[src/sv/rsbk_pkg.sv]
`timescale 1ns / 1ps
`default_nettype none
package rsbk_pkg;

  localparam int MaxRecordsDef = 64;
  localparam int KeyW          = 32;
  localparam int TagW          = 6;
  localparam int CfgIdxW       = 1;

  // configuration register indexes
  localparam logic [CfgIdxW-1:0] CfgSortKey    = 1'd0;
  localparam logic [CfgIdxW-1:0] CfgDescending = 1'd1;

  typedef struct packed {
    logic signed [KeyW-1:0] id;
    logic signed [KeyW-1:0] phone;
    logic [TagW-1:0]        tag;
  } rsbk_rec_t;

  // per-cell command for one cycle
  typedef struct packed {
    logic load;     // take the incoming record
    logic shift;    // take the right neighbor's record
    logic sort_lo;  // lower cell of an active compare pair
    logic sort_hi;  // upper cell of an active compare pair
  } rsbk_ctl_t;

  typedef struct packed {
    logic sort_key;    // 0 identity, 1 phone
    logic descending;
  } rsbk_cfg_t;

  // true when record a must come strictly before record b
  function automatic logic goes_before(input rsbk_rec_t a, input rsbk_rec_t b,
                                       input rsbk_cfg_t cfg);
    logic signed [KeyW-1:0] ka;
    logic signed [KeyW-1:0] kb;
    ka = cfg.sort_key ? a.phone : a.id;
    kb = cfg.sort_key ? b.phone : b.id;
    return cfg.descending ? (ka > kb) : (ka < kb);
  endfunction

endpackage
`default_nettype wire

[src/sv/rsbk_cell.sv]
`timescale 1ns / 1ps
`default_nettype none
module rsbk_cell (
  input  wire logic               clk_i,
  input  wire rsbk_pkg::rsbk_ctl_t ctl_i,
  input  wire rsbk_pkg::rsbk_cfg_t cfg_i,
  input  wire rsbk_pkg::rsbk_rec_t load_i,
  input  wire rsbk_pkg::rsbk_rec_t left_i,
  input  wire rsbk_pkg::rsbk_rec_t right_i,
  input  wire logic               swap_i,
  output logic                    swap_o,
  output rsbk_pkg::rsbk_rec_t     rec_o
);
  import rsbk_pkg::*;

  rsbk_rec_t rec_q, rec_d;

  // exchange only on a strict order violation, which keeps equal keys stable
  assign swap_o = ctl_i.sort_lo && goes_before(right_i, rec_q, cfg_i);

  always_comb begin
    rec_d = rec_q;
    priority if (ctl_i.load) begin
      rec_d = load_i;
    end else if (ctl_i.shift) begin
      rec_d = right_i;
    end else if (swap_o) begin
      rec_d = right_i;
    end else if (ctl_i.sort_hi && swap_i) begin
      rec_d = left_i;
    end else begin
      rec_d = rec_q;
    end
  end

  always_ff @(posedge clk_i) begin
    rec_q <= rec_d;
  end

  assign rec_o = rec_q;

endmodule
`default_nettype wire
[config.mk]
export PLATFORM = sky130hd
export DESIGN_NAME = rsbk_cell
export DESIGN_NICKNAME = d
export VERILOG_FILES = /design/src/sv/rsbk_pkg.sv /design/src/sv/rsbk_cell.sv
export SDC_FILE = /design/constraint.sdc
export NUM_CORES = 1
export LEC_CHECK = 0
export BUFFER_PORTS_ARGS = -buffer_cell sky130_fd_sc_hd__buf_2
export CELL_PAD_IN_SITES_DETAIL_PLACEMENT = 2
export CELL_PAD_IN_SITES_GLOBAL_PLACEMENT = 2
export CORE_ASPECT_RATIO = 0.8
export CORE_MARGIN = 3
export CORE_UTILIZATION = 25
export CTS_BUF_LIST = sky130_fd_sc_hd__clkbuf_16
export DETAILED_ROUTE_END_ITERATION = 8
export PLACE_DENSITY = 0.87
export SLEW_MARGIN = 20
export SYNTH_ARGS = -nofsm -noshare
export SYNTH_HDL_FRONTEND = slang
export SYNTH_SLANG_ARGS = --single-unit
[constraint.sdc]
create_clock -name clk_i -period 8.6 [get_ports clk_i]
set_input_delay 0.43 -clock clk_i [delete_from_list [all_inputs] [get_ports clk_i]]
set_output_delay 0.43 -clock clk_i [all_outputs]
set_load 0.02 [all_outputs]
==> summary.md, run 1 <==
| Metric | Value |
|---|---|
| Outcome | `completed` |
| RSZ-0062 raised after global routing | `false` |
| WL/cell | `roughly 23 µm` |
| Fin cells | `1125` |
| Worst EP required | `8170 ps` |
| Cts hold-fix bufs | `0` |
| Combinational share of power | `0.381` |
| Startpoint types | `input port` |
| Internal Power | `0.851 mW` |
| Critical hold path startpoint | `load_i[1]` |
| Layout Nets | `1064` |
| Yosys reg bits | `70` |
| LEAKAGE | `3.26 nW` |
| IR drop worst, VDD | `0.0678 mV` |
| CTS tree | `yes` |
| WL final | `25600 µm` |
| Fin Clk Skew | `8.57 ps` |
| Number of iterations in the first detailed-routing pass | `5` |
| Via Count | `roughly 6000` |
| Pins Over Slew Limit | `0` |
| CTS Buf Count | `9` |
| Die area | `~25000 µm²` |
| Total track usage | `0.195` |
| Switching share of power | `0.375` |
| Buffers on Ports | `288` |
| Relative slew slack | `0.293` |
| Die Wd | `176 µm` |
| First-pass GRT wire length | `between 30000 and 40000 µm` |
| Synth cell count leaders | `a21oi_1, nor2b_1, a41oi_1, edfxtp_1, o31ai_1` |
| Setup TNS Final | `0 ps` |
| Minimum clock period | `around 5300 ps` |
| CP Data Arrival Time | `between 4000 and 5000 ps` |
| Async S/R FF share, synth | `0` |
| Clock network power share | `0.273` |
| Antenna diodes | `0` |
| Post-CTS setup buffer count | `0` |
| DRC Markers | `0` |
| Setup WS pre-CTS | `approximately 3100 ps` |
| Worst Slack Setup Final | `3280 ps` |
| Vias in the first global route | `6586` |
| Worst slew pin tran | `~1100 ps` |
| Syn Area/Cell | `10.1 µm²` |
| Utilization after layout | `0.342` |
| IO Count | `just under 300` |
| Row cnt | `49` |
| Root Buffer | `clkbuf_16` |
| Syn_nets | `around 800` |
| Synth-to-layout area growth | `33.6%` |
| Achievable Freq | `188 MHz` |
| Synth Flop Type | `edfxtp_1` |
| Final hold vios | `0` |
| Synth Instances | `572` |
| Seq pwr share | `0.346` |
| Grt total ovfl | `0` |
| Clock buffer depth | `2` |
| Share of cells above drive strength 1 | `0.425` |
| Drt first-iter violations | `around 330` |
| Final number of setup-violating endpoints | `0` |
| Reg2Reg Setup Slack | `4190 ps` |
| Pwr dens | `177 nW/µm²` |
| Die height | `about 140 µm` |
| Max reg flops | `70` |
| Hold depth | `3` |
| Most common cell in the netlist | `a21oi_1` |
| Worst hold path endpoint | `rec_o[1]` |
| Synth Cell Area | `5780 µm²` |
| Ys Warns | `0` |
| EDFF count, synth | `70` |
| Placed cells | `1109` |
| Clock latency on the worst-skew pair | `340 ps` |
| Antenna violations before repair | `2` |
| Detail Placement HPWL | `approximately 19000 µm` |
| Hold slack final | `416 ps` |
| FILL cells | `between 2000 and 3000` |
| Synth top area share | `0.364` |
| Via density | `5.39` |
| GPL Wtd Cong | `0.781` |
| Worst Hold Class | `in2reg` |
| Synth cell types | `34` |
| Synth top area cells | `edfxtp_1, a41oi_1, o31ai_1` |
| Net Sw Power | `0.511 mW` |
| Clk pin slew, worst setup/hold paths | `roughly 60 ps` |
| Pin count of the biggest net entering global routing | `83` |
| Endpoint class of the critical path | `primary output` |
| Reg2reg path depth | `10` |
| Worst flop-to-flop path startpoint | `rec_o[55]` |
| Post-CTS resize count | `0` |
| Worst-path fanout max | `64` |
| Worst setup path class | `in2out` |
| CORE AREA | `~23000 µm²` |
| Antenna Nets Post-Route | `0` |
| Final worst-path cycle share | `0.618` |
| Initial core utilization | `0.256` |
| CTS H-Tree Depth | `3` |
| Reg2reg end | `rec_o[36]` |
| CTS Sinks | `70` |
| Max-Cap Viols | `0` |
| Most area-hungry cell type in the Yosys netlist | `edfxtp_1` |
| Sequential area share after synthesis | `0.364` |
==> placed cells by master (no fill, tap or decap), types with 4 or more instances in the layout <==
| cell | synthesis | routed |
|---|---|---|
| buf_2 | 16 | 286 |
| a21oi_1 | 82 | 82 |
| nor2b_1 | 72 | 72 |
| o31ai_1 | 70 | 70 |
| a41oi_1 | 70 | 70 |
| edfxtp_1 | 70 | 70 |
| mux2i_1 | 32 | 32 |
| mux2_2 | 32 | 32 |
| ha_1 | 32 | 32 |
| buf_4 | 1 | 11 |
| clkbuf_16 | 0 | 9 |
| nand4_1 | 8 | 8 |
| nand2_1 | 7 | 7 |
| a21o_1 | 5 | 5 |
| clkinv_1 | 0 | 4 |
==> worst max path at each step <==
stage	from	endpoint	slack [ps]	cells after the start
floorplan	cfg_i[1]	rec_o[0]	2230	12
global placement	cfg_i[1]	rec_o[13]	3160	11
detailed placement	cfg_i[1]	rec_o[45]	3050	11
CTS	cfg_i[1]	swap_o	3230	11
global route	cfg_i[1]	swap_o	2980	11
finish	cfg_i[1]	swap_o	3280	11
==> metal layers <==
metal | vias to the layer above | part of all wire | global-route usage
met5 | - | 0.00082 | 0
li1 | 2803 | - | -
met3 | 20 | 0.071 | 0.0472
met1 | 2980 | 0.42 | 0.251
met4 | 4 | 0.0098 | 0.0371
met2 | 255 | 0.50 | 0.339
==> power groups by stage <==
stage,Clock [mW],Sequential (mW),Combinational (mW)
after floorplan,0,0.537,0.252
after global placement,0,0.475,0.506
after global routing,0.397,0.476,0.568
after detailed placement,0,0.479,0.524
after CTS,0.383,0.473,0.526
final,0.372,0.471,0.519
==> kinds of logic after synthesis <==
kind of cell             Yosys count  synth area share
buffers and inverters             68            0.0483
AO/OA/AOI/OAI                    240             0.298
adder cells (fa/ha/maj)           32            0.0693
multiplexers                      64             0.118
AND/OR/NAND/NOR                   98             0.103
flip-flops                        70             0.364
==> critical path, stage by stage <==
cell,delay [ps]
buf_4,780
mux2_2,430
ha_1,430
nand4_1,240
or4_4,630
o31a_1,310
nand3b_1,150
a211o_2,540
buf_4,570
nand2_1,100
buf_2,180
==> final cells by class <==
type	count	area [µm²]	share of cell area
clock buffers	9	225	0.0292
multi-input cells	434	3430	0.444
well taps	306	383	0.0496
flip-flops and latches	70	2100	0.273
repair buffers	297	1510	0.196
inverters	2	7.51	0.000973
clock inverters	7	55.1	0.00714
==> stage by stage <==
stage | instance area [µm²] | total power [mW]
floorplan | 5780 | 0.789
global placement | 7430 | 0.981
detailed placement | 7430 | 1.00
CTS | 7710 | 1.38
global route | 7710 | 1.44
finish | 7710 | 1.36
Note: power is estimated with default switching activity, not from simulation.
==> run 2: changes to the inputs <==
- CORE_UTILIZATION: 25 -> 24
- clock period: 8.6 -> 4.3 ns (I/O delays scaled with it)
==> run 2 against run 1 <==
Critical path depth is 1 higher; non-clock buffer count grew 4; worst setup slack got worse by 2800 ps; flip-flop and latch count is the same; register-to-register slack worse by 3500 ps; total power is 110% higher; combinational power grew 110%; routed wire length up 3.9%; cell count grew 0.98%; final area up 3.1%; worst hold slack lost 220 ps; critical path type unchanged; largest power group unchanged.
==> summary.md, run 2 (same netlist as run 1, synthesis figures left out) <==
| Metric | Value |
|---|---|
| Die area | `approximately 26000 µm²` |
| CP Data Arrival Time | `approximately 3600 ps` |
| WL/cell | `23.4 µm` |
| Grt total ovfl | `0` |
| GPL Wtd Cong | `roughly 0.8` |
| Achievable Freq | `around 260 MHz` |
| CTS Sinks | `70` |
| Clock latency on the worst-skew pair | `340 ps` |
| Highest-delay cell along the critical path | `or4_4` |
| Switching share of power | `0.372` |
| Fin Clk Skew | `10.5 ps` |
| Post-CTS setup buffer count | `0` |
| Worst Slack Setup Final | `513 ps` |
| Via Count | `6187` |
| CORE AREA | `approximately 24000 µm²` |
| Hold depth | `3` |
| IR drop worst, VDD | `approximately 0.15 mV` |
| Worst setup path class | `in2out` |
| Worst-path fanout max | `39` |
| Relative slew slack | `0.380` |
| Die height | `145 µm` |
| Max reg flops | `70` |
| Clock network power share | `0.289` |
| Hold slack final | `198 ps` |
| Buf/Inv on CP | `4` |
| CTS tree | `yes` |
| Pins Over Slew Limit | `0` |
| Detail Placement HPWL | `19300 µm` |
| Tot Pwr | `2.87 mW` |
| Endpoint class of the critical path | `primary output` |
| Most frequent cells in the layout | `buf_2, a21oi_1, nor2b_1` |
| Pwr dens | `360 nW/µm²` |
| Die Wd | `~180 µm` |
| Final worst-path cycle share | `0.881` |
| Fin cells | `around 1100` |
| Antenna violations before repair | `1` |
| CTS H-Tree Depth | `3` |
| Total track usage | `0.199` |
| Final hold vios | `0` |
| Seq pwr share | `0.330` |
| Clk pin slew, worst setup/hold paths | `70 ps` |
| Net Sw Power | `1.07 mW` |
| Minimum clock period | `approximately 3800 ps` |
| Row cnt | `50` |
| Post-CTS resize count | `0` |
| Share of cells above drive strength 1 | `0.437` |
| Reg2Reg Setup Slack | `730 ps` |
| Drt first-iter violations | `249` |
| Worst flop-to-flop path startpoint | `rec_o[25]` |
| Buffers on Ports | `roughly 290` |
| Critical hold path startpoint | `load_i[69]` |
| Placed cells | `1119` |
| Reg2reg end | `rec_o[13]` |
| Number of iterations in the first detailed-routing pass | `4` |
| Setup TNS Final | `0 ps` |
| Crit path cell chain | `buf_4, buf_12, mux2_2, ha_4, nand4_1, or4_4, o31a_1, nand3b_1, a211o_2, buf_4, nand2_1, buf_2` |
| Startpoint types | `input port` |
| Max-Cap Viols | `0` |
| Outcome | `completed` |
| Via density | `5.45` |
| Layout Nets | `1068` |
| Delay-heaviest family, CP | `buffers and inverters` |
| Clock buffer depth | `2` |
| Worst Hold Class | `in2reg` |
| Final number of setup-violating endpoints | `0` |
| IO Count | `between 200 and 300` |
| Pin count of the biggest net entering global routing | `93` |
| Cts hold-fix bufs | `0` |
| Root Buffer | `clkbuf_16` |
| Worst EP required | `~4100 ps` |
| Critical path's largest stage delay | `520 ps` |
| Reg2reg path depth | `10` |
| DRC Markers | `0` |
| CTS Buf Count | `9` |
| LEAKAGE | `3.33 nW` |
| RSZ-0062 raised after global routing | `false` |
| Antenna Nets Post-Route | `0` |
| Initial core utilization | `0.246` |
| Setup WS pre-CTS | `slightly below 400 ps` |
| Synth-to-layout area growth | `37.7%` |
| Internal Power | `1.80 mW` |
| WL final | `26600 µm` |
| Worst slew pin tran | `930 ps` |
| First-pass GRT wire length | `40600 µm` |
| Worst hold path endpoint | `rec_o[69]` |
| Most common cell after layout, fill and taps aside | `buf_2` |
| Most frequent CP cell | `buf_4` |
| Combinational share of power | `0.381` |
| Vias in the first global route | `roughly 6900` |
[run 2: how the worst max path moves through the flow]
stage | cells past startpoint | start | endpoint
5_1_grt | 12 | cfg_i[1] | swap_o
2_1_floorplan | 12 | cfg_i[1] | rec_o[0]
6_report | 12 | cfg_i[1] | swap_o
4_1_cts | 12 | cfg_i[1] | swap_o
3_5_place_dp | 12 | cfg_i[1] | rec_o[8]
3_3_place_gp | 12 | cfg_i[1] | swap_o
[run 2: layer usage]
| layer | track usage | up-vias | part of all wire |
|---|---|---|---|
| met1 | 0.242 | 3099 | 0.42 |
| met4 | 0.0480 | 0 | 0.016 |
| li1 | - | 2814 | - |
| met3 | 0.0522 | 25 | 0.067 |
| met5 | 0 | - | 0 |
| met2 | 0.356 | 249 | 0.49 |
[run 2: final cells by class]
class                      instances  area [µm²]
fill                            2697       15600
sequential                        70        2100
clock buffer                       9         225
multi-input combinational        434        3510
inverter                           2        7.51
antenna                            1        2.50
clock inverter                     7        90.1
tap                              312         390
timing repair buffer             301        1620
[run 2: worst register-to-register path, cell delays in order, from the launching register on]
cell      delay (ps)
edfxtp_1         400
mux2i_1          180
ha_1             290
a21oi_1          150
o21ai_0          190
a221o_1          430
a2111o_1         530
a211o_2          390
buf_4            280
a41oi_1          360
a21oi_1          110
[run 2: per-stage QoR]
step / util / cell area [µm²]
floorplan: - / 5950
global placement: 0.324 / 7630
detailed placement: 0.324 / 7630
CTS: 0.338 / 7950
global route: 0.338 / 7950
finish: 0.338 / 7950
[run 2: power groups by stage]
stage,Sequential (mW),Combinational [mW],Clock (mW)
after floorplan,1.07,0.533,0
after global placement,0.955,1.06,0
after detailed placement,0.961,1.10,0
after CTS,0.948,1.10,0.854
after global routing,0.959,1.19,0.874
final,0.947,1.09,0.827
==> run 3: changes to the inputs <==
- CAP_MARGIN: unset -> 10
- PLACE_DENSITY: 0.87 -> 0.77
==> run 3 against run 2 <==
Register-to-register slack lost 140 ps; count of clock-buffer cells in the layout unchanged; routed wire length shrank 4.6%; cell count is 0.26% higher; utilization rose by 0.12 points; total power fell by 3.1%; clock power shrank 11%; critical path type unchanged; die area did not move; sequential share of layout area decreased by 0.095 points; global-route usage decreased by 0.92 points; clock skew shrank 1.1 ps.
==> summary.md, run 3 (same netlist as run 1, synthesis figures left out) <==
| Metric | Value |
|---|---|
| Post-CTS setup buffer count | `0` |
| CP Data Arrival Time | `around 3600 ps` |
| Initial core utilization | `0.246` |
| First-pass GRT wire length | `38700 µm` |
| Worst EP required | `about 4100 ps` |
| Highest-delay cell along the critical path | `o2bb2ai_4` |
| RSZ-0062 raised after global routing | `false` |
| Die area | `26000 µm²` |
| Share of cells above drive strength 1 | `0.438` |
| IR drop worst, VDD | `0.148 mV` |
| Critical hold path startpoint | `load_i[6]` |
| Pins Over Slew Limit | `0` |
| WL/cell | `approximately 22 µm` |
| Post-route cell area | `7980 µm²` |
| Setup TNS Final | `0 ps` |
| Utilization after layout | `0.339` |
| Tot Pwr | `2.78 mW` |
| CTS Sinks | `70` |
| Worst flop-to-flop path startpoint | `rec_o[25]` |
| Clock latency on the worst-skew pair | `340 ps` |
| Clock buffer depth | `2` |
| Final number of setup-violating endpoints | `0` |
| Startpoint types | `input port` |
| Pwr dens | `348 nW/µm²` |
| Max-Cap Viols | `0` |
| Worst setup path class | `in2out` |
| Synth-to-layout area growth | `38.1%` |
| Pin count of the biggest net entering global routing | `97` |
| GPL Wtd Cong | `0.766` |
| Buf/Inv on CP | `4` |
| Via density | `around 5.3` |
| Reg2Reg Setup Slack | `590 ps` |
| Achievable Freq | `261 MHz` |
| Worst-path fanout max | `30` |
| Final hold vios | `0` |
| Row cnt | `50` |
| Fin Clk Skew | `just over 9 ps` |
| Buffers on Ports | `288` |
| WL final | `25400 µm` |
| Cts hold-fix bufs | `0` |
| CTS tree | `yes` |
| Relative slew slack | `0.397` |
| Worst Hold Class | `in2reg` |
| Number of iterations in the first detailed-routing pass | `5` |
| Reg2reg end | `rec_o[23]` |
| Die Wd | `179 µm` |
| Critical path's largest stage delay | `between 600 and 700 ps` |
| Detail Placement HPWL | `18900 µm` |
| Antenna violations before repair | `1` |
| Worst hold path endpoint | `rec_o[6]` |
| Hold slack final | `204 ps` |
| Endpoint class of the critical path | `primary output` |
| Final worst-path cycle share | `0.891` |
| Root Buffer | `clkbuf_16` |
| Post-CTS resize count | `0` |
| Most frequent CP cell | `buf_12` |
| CTS Buf Count | `9` |
| Most common cell after layout, fill and taps aside | `buf_2` |
| Die height | `145 µm` |
| Delay-heaviest family, CP | `compound AO/OA/AOI/OAI gates` |
| Reg2reg path depth | `9` |
| Vias in the first global route | `6557` |
| Clk pin slew, worst setup/hold paths | `60 ps` |
| Antenna Nets Post-Route | `0` |
| Outcome | `completed` |
| Worst slew pin tran | `between 900 and 1000 ps` |
| Max reg flops | `70` |
| CORE AREA | `23500 µm²` |
| LEAKAGE | `3.37 nW` |
| Minimum clock period | `3830 ps` |
| Crit path cell chain | `buf_4, buf_12, mux2_2, ha_1, a21oi_1, o21ai_0, a221o_1, a2111o_1, o2bb2ai_4, buf_12, nand2_1, buf_2` |
| IO Count | `289` |
| Hold depth | `3` |
| Via Count | `6080` |
| DRC Markers | `0` |
| Drt first-iter violations | `~300` |
| Grt total ovfl | `0` |
| Most frequent cells in the layout | `buf_2, a21oi_1, nor2b_1` |
| Post-Place Cell Area | `slightly below 8000 µm²` |
| Layout Nets | `1071` |
| CTS H-Tree Depth | `3` |
| Total track usage | `0.190` |
| FILL cells | `2660` |
[run 3: report_power, final]
| group | internal [mW] | switching (mW) |
|---|---|---|
| logic | 0.424 | 0.666 |
| clock network | 0.441 | 0.298 |
| registers | 0.884 | 0.0639 |
| total | 1.75 | 1.03 |
[run 3: area by class of cell]
class	instances	area, µm²	area share
well taps	312	390	0.0489
clock inverters	7	58.8	0.00737
inverters	2	7.51	0.000941
flip-flops and latches	70	2100	0.263
clock buffers	9	225	0.0282
diodes	1	2.50	0.000314
repair buffers	304	1680	0.210
multi-input cells	434	3510	0.440
[run 3: worst min-delay path, cell delays in order]
cell	delay, ps
buf_2	80
nor2b_1	30
a21oi_1	100
[run 3: worst max path at each step]
stage	cells past startpoint	to	from	slack, ps
floorplan	12	rec_o[0]	cfg_i[1]	-1190
global placement	11	rec_o[16]	cfg_i[1]	350
detailed placement	11	rec_o[16]	cfg_i[1]	240
CTS	12	swap_o	cfg_i[1]	460
global route	12	swap_o	cfg_i[1]	230
finish	12	swap_o	cfg_i[1]	470
[run 3: layer usage]
metal  vias up  GRT usage  share of wire
li1       2820          -              -
met1      3002      0.260           0.46
met2       238      0.313           0.47
met3        18     0.0432          0.062
met4         2     0.0358         0.0092
met5         -          0        0.00051
[run 3: per-stage QoR]
stage / setup WS (ps) / instances
6_report: 471 / 1139
5_1_grt: 232 / 1138
4_1_cts: 463 / 1138
3_5_place_dp: 244 / 1122
3_3_place_gp: 353 / 1122
2_1_floorplan: -1190 / 572
